**config.mk**
```make
export PLATFORM = sky130hd
export DESIGN_NAME = hex_to_symbol_regroup_encoder_core
export DESIGN_NICKNAME = d
export VERILOG_FILES = /design/src/rtl/hsre_pkg.sv /design/src/rtl/hex_to_symbol_regroup_encoder_core.sv /design/src/rtl/hsre_regroup.sv /design/src/rtl/hsre_symtab.sv /design/src/rtl/hsre_outstage.sv
export SDC_FILE = /design/constraint.sdc
export NUM_CORES = 1
export LEC_CHECK = 0
export ABC_CLOCK_PERIOD_IN_PS = 4430
export BUFFER_PORTS_ARGS = -buffer_cell sky130_fd_sc_hd__buf_2
export CAP_MARGIN = 30
export CORE_MARGIN = 2
export CORE_UTILIZATION = 55
export CTS_BUF_LIST = sky130_fd_sc_hd__clkbuf_8
export DETAILED_ROUTE_END_ITERATION = 8
export PLACE_DENSITY = 0.72
export SYNTH_ARGS = -nofsm -noshare
export SYNTH_HDL_FRONTEND = slang
export SYNTH_SLANG_ARGS = --single-unit
```
**constraint.sdc**
```tcl
create_clock -name aclk -period 4.43 [get_ports aclk]
set_input_delay 0.2215 -clock aclk [delete_from_list [all_inputs] [get_ports aclk]]
set_output_delay 0.2215 -clock aclk [all_outputs]
set_load 0.1 [all_outputs]
```
**src/rtl/hsre_pkg.sv**
```systemverilog
`default_nettype none
// ----------------------------------------------------------------------------
// hsre_pkg: shared types and constants
// Request kinds, result status codes and the control word that travels
// with a request from the regroup stage to the output stage.
// ----------------------------------------------------------------------------
package hsre_pkg;

    typedef enum logic [1:0] {
        ACT_LOAD = 2'd0,
        ACT_CHAR = 2'd1,
        ACT_END  = 2'd2,
        ACT_NONE = 2'd3
    } action_t;

    typedef enum logic [2:0] {
        ST_SYMBOL  = 3'd0,
        ST_INVALID = 3'd1,
        ST_END_OK  = 3'd2,
        ST_END_ODD = 3'd3,
        ST_END_ERR = 3'd4
    } status_t;

    localparam logic [7:0] CHAR_0 = 8'h30;
    localparam logic [7:0] CHAR_9 = 8'h39;
    localparam logic [7:0] CHAR_A = 8'h61;
    localparam logic [7:0] CHAR_F = 8'h66;

    localparam logic [3:0] NIB_ALPHA_OFS = 4'd9;

    localparam logic [2:0] WIDTH_RESET = 3'd6;
    localparam logic [2:0] WIDTH_MIN   = 3'd4;

    localparam int unsigned PADDR_W = 3;
    localparam int unsigned PDATA_W = 32;
    localparam int unsigned REG_SEL = 2;  // paddr bit that picks the register word

    typedef struct packed {
        logic    valid;
        status_t status;
        logic    last;
        logic    symbol;  // take the character from the table read
    } res_ctrl_t;

endpackage : hsre_pkg
`default_nettype wire

```
**src/rtl/hex_to_symbol_regroup_encoder_core.sv**
```systemverilog
`default_nettype none
// Path: an accepted request passes the lookup register, then the output register.
// Throughput: one request per cycle unless m_tready stalls; the single table
//   read port, lookup and output registers keep the pipe full under back-pressure.
// Reset: synchronous active-low aresetn clears stream state and valids and
//   sets index_width to 6; the symbol table is not cleared.
// ----------------------------------------------------------------------------
// hex_to_symbol_regroup_encoder_core: hex text to table symbol encoder
// Regroups hex nibbles into index_width-bit table indices (at least four bits) and emits the
// stored symbol characters, with end-of-stream status reporting.
// ----------------------------------------------------------------------------
module hex_to_symbol_regroup_encoder_core #(
    parameter int unsigned TABLE_DEPTH = 128
) (
    input  wire logic                          aclk,
    input  wire logic                          aresetn,
    // request channel
    input  wire logic                          s_tvalid,
    output logic                               s_tready,
    input  wire logic [23:0]                   s_tdata,  // text_char, table_index, table_char
    input  wire logic [1:0]                    s_tuser,  // action
    // result channel
    output logic                               m_tvalid,
    input  wire logic                          m_tready,
    output logic [7:0]                         m_tdata,  // out_char
    output logic [2:0]                         m_tuser,  // status
    output logic                               m_tlast,
    // register port
    input  wire logic                          psel,
    input  wire logic                          penable,
    input  wire logic                          pwrite,
    input  wire logic [hsre_pkg::PADDR_W-1:0]  paddr,
    input  wire logic [hsre_pkg::PDATA_W-1:0]  pwdata,
    output logic [hsre_pkg::PDATA_W-1:0]       prdata,
    output logic                               pready
);
    import hsre_pkg::*;

    logic       accept;
    logic       cfg_we;
    action_t    action;
    res_ctrl_t  ctrl;
    logic [6:0] rd_idx;
    logic [7:0] rd_data;
    logic [2:0] width;

    assign action = action_t'(s_tuser);
    assign accept = s_tvalid && s_tready;
    assign pready = 1'b1;
    assign cfg_we = psel && penable && pwrite && !paddr[REG_SEL];
    assign prdata = paddr[REG_SEL] ? '0 : {{(PDATA_W-3){1'b0}}, width};

    hsre_regroup #(
        .TABLE_DEPTH (TABLE_DEPTH)
    ) u_regroup (
        .aclk      (aclk),
        .aresetn   (aresetn),
        .accept    (accept),
        .action    (action),
        .text_char (s_tdata[7:0]),
        .cfg_we    (cfg_we),
        .cfg_width (pwdata[2:0]),
        .ctrl      (ctrl),
        .rd_idx    (rd_idx),
        .width     (width)
    );

    hsre_symtab #(
        .TABLE_DEPTH (TABLE_DEPTH)
    ) u_symtab (
        .aclk    (aclk),
        .we      (accept && (action == ACT_LOAD)),
        .wr_idx  (s_tdata[14:8]),
        .wr_data (s_tdata[22:15]),
        .re      (accept),
        .rd_idx  (rd_idx),
        .rd_data (rd_data)
    );

    hsre_outstage u_outstage (
        .aclk     (aclk),
        .aresetn  (aresetn),
        .accept   (accept),
        .ctrl     (ctrl),
        .rd_data  (rd_data),
        .ready    (s_tready),
        .m_valid  (m_tvalid),
        .m_ready  (m_tready),
        .m_char   (m_tdata),
        .m_status (m_tuser),
        .m_last   (m_tlast)
    );

endmodule : hex_to_symbol_regroup_encoder_core
`default_nettype wire

```
**src/rtl/hsre_regroup.sv**
```systemverilog
`default_nettype none
// ----------------------------------------------------------------------------
// hsre_regroup: hex decode and bit regrouping
// Decodes a character to a nibble, shifts it into the accumulator and picks
// the oldest index_width bits (at least four) as a table index once enough are pending.
// ----------------------------------------------------------------------------
module hsre_regroup #(
    parameter int unsigned TABLE_DEPTH = 128
) (
    input  wire logic                aclk,
    input  wire logic                aresetn,
    input  wire logic                accept,
    input  wire hsre_pkg::action_t   action,
    input  wire logic [7:0]          text_char,
    input  wire logic                cfg_we,
    input  wire logic [2:0]          cfg_width,
    output hsre_pkg::res_ctrl_t      ctrl,
    output logic [6:0]               rd_idx,
    output logic [2:0]               width
);
    import hsre_pkg::*;

    logic [2:0] width_reg, width_next;
    logic [9:0] acc_reg, acc_next;
    logic [3:0] cnt_reg, cnt_next;
    logic       parity_reg, parity_next;
    logic       aborted_reg, aborted_next;

    logic [2:0] w;
    logic       is_digit, is_alpha;
    logic [3:0] nib;
    logic [9:0] acc_shift;
    logic [3:0] cnt_sum, cnt_left;
    logic       emit;
    logic [9:0] shifted;
    logic [6:0] idx;
    logic       in_range;

    always_comb begin
        w        = (width_reg < WIDTH_MIN) ? WIDTH_MIN : width_reg;
        is_digit = (text_char >= CHAR_0) && (text_char <= CHAR_9);
        is_alpha = (text_char >= CHAR_A) && (text_char <= CHAR_F);
        nib      = is_alpha ? (text_char[3:0] + NIB_ALPHA_OFS) : text_char[3:0];

        acc_shift = {acc_reg[5:0], nib};
        cnt_sum   = cnt_reg + 4'd4;
        emit      = cnt_sum >= {1'b0, w};
        cnt_left  = cnt_sum - {1'b0, w};
        // after an emit fewer than four bits remain
        shifted   = acc_shift >> cnt_left[1:0];
        idx       = shifted[6:0] & ~(7'h7F << w);
        in_range  = {1'b0, idx} < 8'(TABLE_DEPTH);

        width_next   = width_reg;
        acc_next     = acc_reg;
        cnt_next     = cnt_reg;
        parity_next  = parity_reg;
        aborted_next = aborted_reg;
        ctrl         = '0;

        if (cfg_we) begin
            width_next = cfg_width;
            acc_next   = '0;
            cnt_next   = '0;
        end else if (accept) begin
            case (action)
                ACT_END: begin
                    ctrl.valid = 1'b1;
                    ctrl.last  = 1'b1;
                    if (aborted_reg) begin
                        ctrl.status = ST_END_ERR;
                    end else if (parity_reg) begin
                        ctrl.status = ST_END_ODD;
                    end else begin
                        ctrl.status = ST_END_OK;
                    end
                    acc_next     = '0;
                    cnt_next     = '0;
                    parity_next  = 1'b0;
                    aborted_next = 1'b0;
                end
                ACT_CHAR: begin
                    if (!aborted_reg) begin
                        if (!(is_digit || is_alpha)) begin
                            ctrl.valid   = 1'b1;
                            ctrl.status  = ST_INVALID;
                            aborted_next = 1'b1;
                            acc_next     = '0;
                            cnt_next     = '0;
                        end else begin
                            parity_next = ~parity_reg;
                            if (emit) begin
                                ctrl.valid  = 1'b1;
                                ctrl.status = ST_SYMBOL;
                                ctrl.symbol = in_range;
                                acc_next    = acc_shift & ~(10'h3FF << cnt_left[1:0]);
                                cnt_next    = cnt_left;
                            end else begin
                                acc_next = acc_shift;
                                cnt_next = cnt_sum;
                            end
                        end
                    end
                end
                default: begin
                end
            endcase
        end
    end

    assign rd_idx = idx;
    assign width  = width_reg;

    always_ff @(posedge aclk) begin
        if (!aresetn) begin
            width_reg   <= WIDTH_RESET;
            acc_reg     <= '0;
            cnt_reg     <= '0;
            parity_reg  <= 1'b0;
            aborted_reg <= 1'b0;
        end else begin
            width_reg   <= width_next;
            acc_reg     <= acc_next;
            cnt_reg     <= cnt_next;
            parity_reg  <= parity_next;
            aborted_reg <= aborted_next;
        end
    end

endmodule : hsre_regroup
`default_nettype wire

```
**src/rtl/hsre_symtab.sv**
```systemverilog
`default_nettype none
// ----------------------------------------------------------------------------
// hsre_symtab: symbol table
// Single write port for load requests, one registered read port.
// ----------------------------------------------------------------------------
module hsre_symtab #(
    parameter int unsigned TABLE_DEPTH = 128
) (
    input  wire logic       aclk,
    input  wire logic       we,
    input  wire logic [6:0] wr_idx,
    input  wire logic [7:0] wr_data,
    input  wire logic       re,
    input  wire logic [6:0] rd_idx,
    output logic [7:0]      rd_data
);
    localparam int unsigned AW = (TABLE_DEPTH > 1) ? $clog2(TABLE_DEPTH) : 1;

    logic [7:0] mem [TABLE_DEPTH];
    logic [7:0] rd_data_reg;
    logic       wr_ok;

    assign wr_ok = we && ({1'b0, wr_idx} < 8'(TABLE_DEPTH));

    always_ff @(posedge aclk) begin
        if (wr_ok) begin
            mem[wr_idx[AW-1:0]] <= wr_data;
        end
    end

    // out-of-range indices are zeroed downstream
    always_ff @(posedge aclk) begin
        if (re) begin
            rd_data_reg <= mem[rd_idx[AW-1:0]];
        end
    end

    assign rd_data = rd_data_reg;

endmodule : hsre_symtab
`default_nettype wire

```
**src/rtl/hsre_outstage.sv**
```systemverilog
`default_nettype none
// ----------------------------------------------------------------------------
// hsre_outstage: result pipeline
// Lookup stage aligned with the table read, then the output register.
// ----------------------------------------------------------------------------
module hsre_outstage (
    input  wire logic                aclk,
    input  wire logic                aresetn,
    input  wire logic                accept,
    input  wire hsre_pkg::res_ctrl_t ctrl,
    input  wire logic [7:0]          rd_data,
    output logic                     ready,
    output logic                     m_valid,
    input  wire logic                m_ready,
    output logic [7:0]               m_char,
    output logic [2:0]               m_status,
    output logic                     m_last
);
    import hsre_pkg::*;

    res_ctrl_t  a_ctrl_reg, a_ctrl_next;
    logic       b_valid_reg, b_valid_next;
    logic [7:0] b_char_reg, b_char_next;
    status_t    b_status_reg, b_status_next;
    logic       b_last_reg, b_last_next;
    logic       advance;

    always_comb begin
        advance = a_ctrl_reg.valid && (!b_valid_reg || m_ready);
        ready   = !a_ctrl_reg.valid || advance;

        a_ctrl_next = a_ctrl_reg;
        if (accept) begin
            a_ctrl_next = ctrl;
        end else if (advance) begin
            a_ctrl_next.valid = 1'b0;
        end

        b_valid_next  = b_valid_reg;
        b_char_next   = b_char_reg;
        b_status_next = b_status_reg;
        b_last_next   = b_last_reg;
        if (advance) begin
            b_valid_next  = 1'b1;
            b_char_next   = a_ctrl_reg.symbol ? rd_data : 8'h00;
            b_status_next = a_ctrl_reg.status;
            b_last_next   = a_ctrl_reg.last;
        end else if (m_ready) begin
            b_valid_next = 1'b0;
        end
    end

    always_ff @(posedge aclk) begin
        if (!aresetn) begin
            a_ctrl_reg  <= '0;
            b_valid_reg <= 1'b0;
        end else begin
            a_ctrl_reg  <= a_ctrl_next;
            b_valid_reg <= b_valid_next;
        end
    end

    always_ff @(posedge aclk) begin
        b_char_reg   <= b_char_next;
        b_status_reg <= b_status_next;
        b_last_reg   <= b_last_next;
    end

    assign m_valid  = b_valid_reg;
    assign m_char   = b_char_reg;
    assign m_status = b_status_reg;
    assign m_last   = b_last_reg;

endmodule : hsre_outstage
`default_nettype wire

```
* Word level (Yosys, flattened, before mapping)
Memory sizes are Yosys's and may differ from the RTL's. A register that Yosys moved wholly into a read port is not among the register bits.
Cells that the tools add are included.
** Operators by class
- $add $sub $neg :: 3
- $lt $le $gt $ge :: 6
- Eq/ne operators :: 4
- Shift operators :: 3
- Muxes and demuxes :: 35
- Bitwise operators :: 7
- Reduce and logical (&&, ||, !) cells :: 22
** Operators with widths (count)
- $mux 4 :: 7
- $mux 6 :: 4
- $mux 1 :: 16
- $pmux 4 s2 :: 2
- $pmux 6 s2 :: 1
- $shl 10x2->6 const A :: 1
- $shr 10x2->7 :: 1
- $mux 3 :: 3
- $ge 8x6->1 const B :: 1
- $ge 8x7->1 const B :: 1
- $le 8x6->1 const B :: 1
- $le 8x7->1 const B :: 1
- $logic_and 1x1->1 :: 8
- $and 7x7->7 :: 1
- $not 7->7 :: 1
- $shl 7x3->7 const A :: 1
- $and 6x6->6 :: 1
- $not 6->6 :: 1
- $reduce_and 3->1 :: 2
- $reduce_bool 2->1 :: 3
- $reduce_and 5->1 :: 1
- $add 4x3->4 const B :: 1
- $add 4x4->4 const B :: 1
- $ge 4x3->1 :: 1
- other kinds (12) :: 19
** Word-level totals
- Flip-flop bits (word level) :: 34
- Bits in writable memories :: 1024
- Input port bits :: 68
- Output and inout port bits :: 47
- Memories :: 1
** Memory list
- u_symtab.mem :: words 128, bits a word 8, read ports 1, clocked after Yosys merged registers in 1, write ports 1, line hsre_symtab.sv:19 : logic [7:0] mem [TABLE_DEPTH];

* Depth between registers and ports, before layout
Gate-level depths: netlist of run 1.
- Word-level depth :: 10
- Gate-level depth with buffers :: 20
- Depth with buffers taken out :: 15

* By module
From an unflattened synthesis of run 1, not the netlist that was laid out.
** Unflattened totals
- Cells, all modules :: 1874
- Area, all modules :: 42145.4 µm²
** By module, submodules not included
- hsre_symtab :: times used 1, cells an instance 1635, area each 39745.6 µm², seq. area each 30989.7 µm²
- hsre_regroup :: times used 1, cells an instance 156, area each 1422.6 µm², seq. area each 300.3 µm²
- hsre_outstage :: times used 1, cells an instance 45, area each 689.4 µm², seq. area each 500.5 µm²
- hex_to_symbol_regroup_encoder_core :: times used 1, cells an instance 38, area each 287.8 µm², seq. area each 0.0 µm²

* Worst setup path before layout of run 1
OpenSTA, ideal clock, no wires.
- Path kind :: register to register
- Start :: register u_outstage.b_valid_reg, in the netlist u_outstage.m_valid
- End :: memory u_symtab.mem[110][0], enable pin
- Library setup time :: 370 ps
- Arrival time :: 3551 ps
- Data required time :: 4060 ps
- Setup slack :: 508 ps
- Stages on the path, launching flop included :: 11
- Clock period less this slack :: 3922 ps
- Cells stage by stage :: dfxtp_1 nor2b_1 nand2_1 nand2_1 inv_1 clkbuf_1 nand2_1 nor2_1 nand3_1 clkbuf_1 nor2_1
** On the way
- Cells in the longest elaborated chain, start to end :: 8
** Ends and longest elaborated chain
- start, declared :: line hsre_outstage.sv:22 : logic b_valid_reg, b_valid_next;
- start signal, assigned :: line hsre_outstage.sv:59 : b_valid_reg <= b_valid_next;
- $logic_not 1->1 :: line hsre_outstage.sv:29 : advance = a_ctrl_reg.valid && (!b_valid_reg || m_ready);
- $logic_or 1x1->1 :: line hsre_outstage.sv:29
- $logic_and 1x1->1 :: line hsre_outstage.sv:29
- $logic_or 1x1->1 :: line hsre_outstage.sv:30 : ready = !a_ctrl_reg.valid || advance;
- net s_tready :: line hex_to_symbol_regroup_encoder_core.sv:19 : output logic s_tready,
- $logic_and 1x1->1 :: line hex_to_symbol_regroup_encoder_core.sv:48 : assign accept = s_tvalid && s_tready;
- net accept :: line hex_to_symbol_regroup_encoder_core.sv:39 : logic accept;
- $logic_and 1x1->1 :: line hex_to_symbol_regroup_encoder_core.sv:72 : .we (accept && (action == ACT_LOAD)),
- $mux 1 :: line hsre_symtab.sv:26 : if (wr_ok) begin
- $mux 1 (not written as such) :: line hsre_symtab.sv:27 : mem[wr_idx[AW-1:0]] <= wr_data;
- end, declared :: line hsre_symtab.sv:19
The timed path passes the listed nets, and every way through them passes these cells.

* Final worst setup path of run 1
- Start :: register u_regroup.width_reg[0], in the netlist u_regroup.width[0]
- End :: register u_symtab.rd_data_reg[7], in the netlist u_symtab.rd_data[7], read port of u_symtab.mem, data pin
** On the way
- Cells in the longest elaborated chain, start to end :: 5
- Elaborated cells on any way between the ends :: 7
** Ends and longest elaborated chain
- start, declared :: line hsre_regroup.sv:23 : logic [2:0] width_reg, width_next;
- start signal, assigned :: line hsre_regroup.sv:122 : width_reg <= width_next;
- $lt 3x3->1 :: line hsre_regroup.sv:40 : w = (width_reg < WIDTH_MIN) ? WIDTH_MIN : width_reg;
- $mux 3 (*) :: line hsre_regroup.sv:40
- $sub 4x3->4 / $shl 7x3->7 (equally long branches) :: line hsre_regroup.sv:48, hsre_regroup.sv:51
- $shr 10x2->7 / $not 7->7 (equally long branches) :: line hsre_regroup.sv:50, hsre_regroup.sv:51
- $and 7x7->7 (*) :: line hsre_regroup.sv:51 : idx = shifted[6:0] & ~(7'h7F << w);
- end, declared :: line hsre_symtab.sv:20 : logic [7:0] rd_data_reg;
Every way passes the cells marked *; elsewhere a longest branch is shown, timed or not.
A chain may end at the register's enable or synchronous reset.

==> impl_metrics.env, run 1 <==
export IMPL_drt_iter0_markers=3722
export IMPL_fin_skew_ps=39.8
export IMPL_worstPathMaxFanout=32
export IMPL_p_seq_share_pct=54.6
export IMPL_yosys_cell_types_count=62
export IMPL_synth_seq_cells=1066
export IMPL_grt_pass1_vias=27606
export IMPL_cp_top_family="simple AND/OR/NAND/NOR gates"
export IMPL_yosys_top_cells_count="edfxtp_1 (1044), nand2_1 (901), nand3_1 (220)"
export IMPL_grt_antenna_before_repair=5
export IMPL_seq_area_frac_synth_pct=73.6
export IMPL_critical_path_max_stage_delay_ps=590
export IMPL_ant_nets=0
export IMPL_wirelength_um=115000
export IMPL_hold_class="input port to register"
export IMPL_std_cell_rows=102
export IMPL_vias_per_cell=6.09
export IMPL_fillers=5764
export IMPL_power_per_cell_area_nw_per_um2=417
export IMPL_hold_start="s_tdata[19]"
export IMPL_final_cell_count_no_fill=4654
export IMPL_worstMarginPinSlew_ps=990
export IMPL_final_layout_size_suffix_gt1_share_pct=12.9
export IMPL_power_leakage_nw=16.7
export IMPL_core_area_sq_um=77600
export IMPL_cts_tree="done"
export IMPL_grt_pass1_wl_um=168000
export IMPL_cts_made_buffers=164
export IMPL_synth_area_leader_cell="edfxtp_1"
export IMPL_worst_path_buf_inv=6
export IMPL_power_internal_w=0.0152
export IMPL_clkTransAtPathRegs_ps=70
export IMPL_syn_inst=3296
export IMPL_r2r_start="u_regroup.width[0]"
export IMPL_synth_top_area_share_pct=72.6
export IMPL_reg2regPathDepth=18
export IMPL_syn2layout_area_growth_pct=13.0
export IMPL_worst_ep_required_time_ps=5020
export IMPL_die_h_um=284
export IMPL_design_die_area_sq_um=80800
export IMPL_dieWidth_um=284
export IMPL_ioPinCount=115
export IMPL_clkSinkCount=1066
export IMPL_swShare_pct=25.2
export IMPL_slowest_stage="fa_1"
export IMPL_min_to="u_symtab.mem[102][4]"
export IMPL_largest_register_ffs=1024
export IMPL_drv_slew=0
export IMPL_ys_warnings_count=0
export IMPL_period_share_pct=96.8
export IMPL_yosysMostFrequentCell="edfxtp_1"
export IMPL_combinationalPowerShare_pct=9.3
export IMPL_num_vias=28332
export IMPL_grt_overflow=0
export IMPL_r2r_end="u_symtab.rd_data[7]"
export IMPL_hold_viol_final=0
export IMPL_status="finished clean"
export IMPL_wl_per_cell_um=24.7
export IMPL_fin_crit_ps=4290
export IMPL_grt_max_degree=99
export IMPL_cap_violations=0
export IMPL_r2r_setup_slack_ps=140
export IMPL_startpoint_type="register"
export IMPL_ir_drop_mv=0.263
export IMPL_fin_total_pwr_w=0.0204
export IMPL_synthTopCellsByArea="edfxtp_1 (73%), nand2_1 (7.8%), nand3_1 (2.5%)"
export IMPL_maxSlewHeadroom_pct=34.0
export IMPL_p_clk_share_pct=36.1
export IMPL_async_flop_share_pct=0
export IMPL_dr_pass1_iters=6
export IMPL_gp_congestion=0.912
export IMPL_cp_arrival_ps=4870
export IMPL_place_hpwl_um=68300
export IMPL_hold_depth=1
export IMPL_clkLatencyLatePin_ps=830
export IMPL_initial_core_util_pct=55.7
export IMPL_clk_path_buf_depth=3
export IMPL_numPortBuffers=52
export IMPL_critPathKind="register to register"
export IMPL_utilization_pct=62.9
export IMPL_setup_viol=0
export IMPL_switching_power_w=0.00513
export IMPL_clockRootBuffer="clkbuf_8"
export IMPL_timing_fmax_mhz=233
export IMPL_dp_cells=4328
export IMPL_htreeDepth=4
export IMPL_whs_ps=43.6
export IMPL_regArea_sq_um=31800
export IMPL_crit_path_end_kind="register"
export IMPL_synth_flop_cell="edfxtp_1"
export IMPL_grt_use_total_pct=27.8
export IMPL_crit_path_cell_trace="nand2_1 > inv_1 > ha_1 > inv_1 > fa_1 > buf_4 > nor3_1 > o21a_1 > or3_4 > buf_12 > buf_4 > nor3_4 > buf_12 > nand3_1 > a31oi_2 > nor4_2 > nand4_1 > and4b_1"
export IMPL_multi_input_area_sq_um=10700
export IMPL_netlist_area_sq_um=43200
export IMPL_synth_edf_count=1044
export IMPL_nets=3566
export IMPL_avgSynthCellArea_sq_um=13.1
export IMPL_drc=0
[power by group through the flow]
stage | Clock (W) | Sequential [W] | Combinational [W]
4_1_cts | 0.00742 | 0.0111 | 0.00180
3_3_place_gp | 0 | 0.0113 | 0.00173
3_5_place_dp | 0 | 0.0113 | 0.00176
2_1_floorplan | 0 | 0.0113 | 0.00106
5_1_grt | 0.00784 | 0.0111 | 0.00202
6_report | 0.00735 | 0.0111 | 0.00190
[layout make-up]
| type | instances | area share (%) |
|---|---|---|
| Timing Repair Buffer | 216 | 4.26 |
| Inverter | 19 | 0.146 |
| Tap cell | 1040 | 2.67 |
| Sequential cell | 1066 | 65.1 |
| Antenna cell | 4 | 0.0205 |
| Multi-Input combinational cell | 2020 | 21.8 |
| Clock inverter | 119 | 1.16 |
| Clock buffer | 170 | 4.79 |
[cells by family after synthesis]
| family | Yosys count | synth area share (%) |
|---|---|---|
| AND/OR/NAND/NOR | 1490 | 14.9 |
| XOR/XNOR | 2 | 0.0406 |
| AO/OA/AOI/OAI | 380 | 5.72 |
| other | 2 | 0.0174 |
| adder cells (fa/ha/maj) | 11 | 0.336 |
| flip-flops | 1066 | 73.6 |
| multiplexers | 107 | 2.55 |
| buffers and inverters | 238 | 2.82 |
[how the worst max path moves through the flow]
stage,startpoint,end,cells past startpoint
CTS,u_regroup.width[0],u_symtab.rd_data[5],18
detailed placement,u_regroup.width[0],u_symtab.rd_data[1],18
global placement,u_regroup.width[0],u_symtab.rd_data[1],18
global route,u_regroup.width[0],u_symtab.rd_data[0],17
finish,u_regroup.width[0],u_symtab.rd_data[7],18
floorplan,u_outstage.m_valid,u_symtab.mem[110][0],10
[what timing repair did]
action / in CTS / in global routing
cloned: 1 / 5
resized for setup: 12 / 45
setup buffers: 1 / 4
setup endpoints to repair: 8 / 8
hold buffers: 22 / 0
endpoints found under the hold margin: 154 / 0
pin swaps: 4 / 13
[cell usage in the layout, fill, tap and decap left out, types with 7 or more instances in the layout]
cell | synthesis | layout
a21oi_1 | 169 | 169
a311oi_1 | 45 | 44
a31oi_1 | 54 | 45
a31oi_2 | 0 | 8
a32oi_1 | 42 | 34
a32oi_2 | 0 | 8
and2_1 | 11 | 11
and3_1 | 51 | 51
and4b_1 | 7 | 7
buf_12 | 0 | 24
buf_2 | 103 | 44
buf_4 | 42 | 115
clkbuf_8 | 0 | 170
clkinv_1 | 2 | 39
clkinv_2 | 0 | 18
conb_1 | 2 | 30
dfxtp_1 | 22 | 22
dlygate4sd3_1 | 0 | 22
edfxtp_1 | 1044 | 1044
ha_1 | 10 | 10
inv_1 | 17 | 67
mux2i_1 | 104 | 103
nand2_1 | 901 | 899
nand3_1 | 220 | 214
nand4_1 | 9 | 9
nor2_1 | 149 | 147
nor2b_1 | 17 | 16
nor3_1 | 62 | 51
nor3_2 | 2 | 11
nor4_1 | 38 | 29
nor4_2 | 2 | 8
o211ai_1 | 17 | 17
o21ai_0 | 12 | 11
o22ai_1 | 14 | 14
[layer usage]
layer,global-route usage (%),up-vias,wire length [um]
li1,-,12501,-
met1,39.4,13900,45400
met2,43.4,1680,53400
met3,5.32,247,12400
met4,10.1,4,3570
met5,0,-,27
[metrics by stage]
stage          instance area (sq um)  setup WS [ps]  setup TNS [ps]
2_1_floorplan                  43300            508               0
3_3_place_gp                   45100           -317           -1470
3_5_place_dp                   45100           -312           -1180
4_1_cts                        48400           12.6               0
5_1_grt                        48800          -19.6           -28.8
6_report                       48800            142               0
Note: power is estimated with default switching activity, not from simulation.
==> run 2, diff against run 1 <==
--- a/config.mk
+++ b/config.mk
@@ -15,4 +15,5 @@
 export PLACE_DENSITY = 0.72
 export SYNTH_ARGS = -nofsm -noshare
 export SYNTH_HDL_FRONTEND = slang
+export SYNTH_HIERARCHICAL = 1
 export SYNTH_SLANG_ARGS = --single-unit
==> impl_metrics.env, run 2 <==
export IMPL_synth_top_area_share_pct=74.4
export IMPL_startpoint_type="register"
export IMPL_combinationalPowerShare_pct=7.4
export IMPL_ir_drop_mv=0.277
export IMPL_ioPinCount=115
export IMPL_final_layout_size_suffix_gt1_share_pct=33.2
export IMPL_cp_arrival_ps=4940
export IMPL_die_h_um=281
export IMPL_cap_violations=0
export IMPL_grtUsageMet2_pct=38.2
export IMPL_place_hpwl_um=56900
export IMPL_reg2regPathDepth=12
export IMPL_dieWidth_um=281
export IMPL_clk_path_buf_depth=3
export IMPL_mostFrequentLayoutCells="edfxtp_1 (1044), mux4_2 (340), clkbuf_8 (169), nor2_1 (129), buf_4 (116)"
export IMPL_slowest_stage="fa_2"
export IMPL_seq_area_frac_synth_pct=75.4
export IMPL_grt_use_met3_pct=5.40
export IMPL_grt_pass1_vias=20557
export IMPL_place_area_sq_um=44300
export IMPL_hold_depth=1
export IMPL_vias_per_cell=6.23
export IMPL_crit_path_cell_trace="and2_4 > ha_1 > inv_1 > fa_2 > buf_4 > mux4_4 > buf_12 > buf_4 > mux4_2 > mux4_2 > mux4_2 > mux2_2"
export IMPL_drc=0
export IMPL_hold_viol_final=0
export IMPL_synth_area_leader_cell="edfxtp_1"
export IMPL_synth_seq_cells=1066
export IMPL_std_cell_rows=101
export IMPL_drv_slew=0
export IMPL_clkTransAtPathRegs_ps=60
export IMPL_p_clk_share_pct=36.5
export IMPL_grt_max_degree=86
export IMPL_synth_flop_cell="edfxtp_1"
export IMPL_multi_input_area_sq_um=9760
export IMPL_hold_start="s_tdata[17]"
export IMPL_worstPathMaxFanout=22
export IMPL_setup_viol=0
export IMPL_syn2layout_area_growth_pct=13.3
export IMPL_power_per_cell_area_nw_per_um2=414
export IMPL_wirelength_um=93000
export IMPL_initial_core_util_pct=55.5
export IMPL_grt_pass1_wl_um=137000
export IMPL_htreeDepth=4
export IMPL_dr_pass1_iters=8
export IMPL_fillers=5012
export IMPL_final_common_cell="edfxtp_1"
export IMPL_crit_path_end_kind="register"
export IMPL_drt_iter0_markers=2428
export IMPL_postLayoutCellArea_sq_um=47700
export IMPL_timing_fmax_mhz=228
export IMPL_grt_antenna_before_repair=5
export IMPL_p_seq_share_pct=56.1
export IMPL_period_share_pct=99.2
export IMPL_clkSinkCount=1066
export IMPL_grt_use_total_pct=24.2
export IMPL_netlist_area_sq_um=42100
export IMPL_switching_power_w=0.00452
export IMPL_cts_made_buffers=165
export IMPL_yosys_top_cells_count="edfxtp_1 (1044), mux4_2 (343), nor2_1 (129)"
export IMPL_dp_cells=2985
export IMPL_power_internal_w=0.0153
export IMPL_min_to="u_symtab/mem[93][2]"
export IMPL_clockRootBuffer="clkbuf_8"
export IMPL_fin_crit_ps=4390
export IMPL_largest_register_ffs=1024
export IMPL_fin_skew_ps=28.7
export IMPL_critical_path_max_stage_delay_ps=570
export IMPL_ant_nets=0
export IMPL_r2r_end="u_symtab/rd_data[1]"
export IMPL_yosys_cell_types_count=63
export IMPL_num_vias=20613
export IMPL_worst_ep_required_time_ps=4980
export IMPL_core_area_sq_um=75900
export IMPL_fin_total_pwr_w=0.0198
export IMPL_swShare_pct=22.8
export IMPL_critPathKind="register to register"
export IMPL_power_leakage_nw=15.1
export IMPL_crit_top_cell="mux4_2"
export IMPL_regArea_sq_um=31800
export IMPL_yosysMostFrequentCell="edfxtp_1"
export IMPL_final_cell_count_no_fill=3308
export IMPL_syn_inst=1874
export IMPL_synth_edf_count=1044
export IMPL_r2r_setup_slack_ps=40
export IMPL_ys_warnings_count=6
export IMPL_r2r_start="u_regroup/width[2]"
export IMPL_numPortBuffers=52
export IMPL_synthTopCellsByArea="edfxtp_1 (74%), mux4_2 (18%), nor2_1 (1.1%)"
export IMPL_async_flop_share_pct=0
export IMPL_maxSlewHeadroom_pct=33.8
export IMPL_avgSynthCellArea_sq_um=22.5
export IMPL_status="finished clean"
export IMPL_worstMarginPinSlew_ps=990
export IMPL_clkLatencyLatePin_ps=800
export IMPL_grt_use_met1_pct=34.5
export IMPL_top_usage_layer="met2"
export IMPL_wl_per_cell_um=28.1
export IMPL_rsz0062_at_grt="yes"
export IMPL_nets=2235
export IMPL_design_die_area_sq_um=78900
export IMPL_gp_congestion=0.819
export IMPL_grt_overflow=0
export IMPL_hold_class="input port to register"
export IMPL_cts_tree="done"
[run 2: cell count changes in the layout (fill, tap and decap cells not counted), sizes merged, moves of 48 or more]
| cell | change |
|---|---|
| a21oi | -163 |
| a31oi | -53 |
| and3 | -48 |
| mux2i | -94 |
| mux4 | +341 |
| nand2 | -874 |
| nand3 | -196 |
| nor3 | -51 |
[run 2: power by group through the flow]
stage | registers [W] | logic, W | clock network [W]
2_1_floorplan | 0.0113 | 0.000902 | 0
3_3_place_gp | 0.0113 | 0.00136 | 0
3_5_place_dp | 0.0113 | 0.00139 | 0
4_1_cts | 0.0111 | 0.00146 | 0.00738
5_1_grt | 0.0111 | 0.00153 | 0.00782
6_report | 0.0111 | 0.00145 | 0.00723
[run 2: area by class of cell]
class / instances / share of cell area, %
inverter: 14 / 0.110
tap: 1030 / 2.70
clock buffer: 169 / 4.87
sequential: 1066 / 66.6
multi-input combinational: 695 / 20.4
antenna: 3 / 0.0157
timing repair buffer: 215 / 4.13
clock inverter: 116 / 1.12
[run 2: routing by layer]
metal | part of all wire, % | vias up
met5 | 0.029 | -
met4 | 2.5 | 4
met3 | 9.6 | 158
met2 | 49 | 1120
met1 | 39 | 10909
li1 | - | 8422
[run 2: cell families after synthesis]
family,Yosys count,synth area share (%)
buffers and inverters,141,1.71
other,2,0.0178
AND/OR/NAND/NOR,252,2.87
AO/OA/AOI/OAI,36,0.736
XOR/XNOR,4,0.0831
flip-flops,1066,75.4
multiplexers,363,18.8
adder cells (fa/ha/maj),10,0.315
[run 2: critical path: cells and delay by family, from the launching register on]
| family | cells | cell delay, ps |
|---|---|---|
| adders and majority gates | 2 | 730 |
| buffers and inverters | 4 | 640 |
| DFF | 1 | 330 |
| muxes | 5 | 2230 |
| and+or+nand+nor | 1 | 150 |
[run 2: timing repair]
item                       4_1_cts  5_1_grt
pin swaps                        1        1
setup endpoints to repair        8        8
buffers inserted                 2        1
hold buffers                    25        0
hold endpoints to repair       100        0
gates cloned                     5        2
resized for setup               16        3
[run 2: how the worst max path moves through the flow]
stage,slack [ps],cells after the start,to,startpoint
3_3_place_gp,-160,14,u_symtab/rd_data[1],s_tdata[1]
6_report,40,12,u_symtab/rd_data[1],u_regroup/width[2]
2_1_floorplan,40,13,u_symtab/rd_data[0],u_regroup/width[2]
3_5_place_dp,-140,14,u_symtab/rd_data[1],s_tdata[1]
4_1_cts,-40,11,u_symtab/rd_data[6],u_regroup/width[0]
5_1_grt,-0.7,12,u_symtab/rd_data[7],u_regroup/width[2]
[run 2: stage by stage]
stage          util [%]  TNS (ps)  hold slack [ps]  worst slack [ps]
2_1_floorplan         -         0              283              43.2
6_report           62.9         0             42.7              36.7
3_5_place_dp       58.4      -732              431              -136
3_3_place_gp       58.4      -895              427              -157
5_1_grt            62.8    -0.708             58.2            -0.708
4_1_cts            62.8      -204            0.466             -37.0
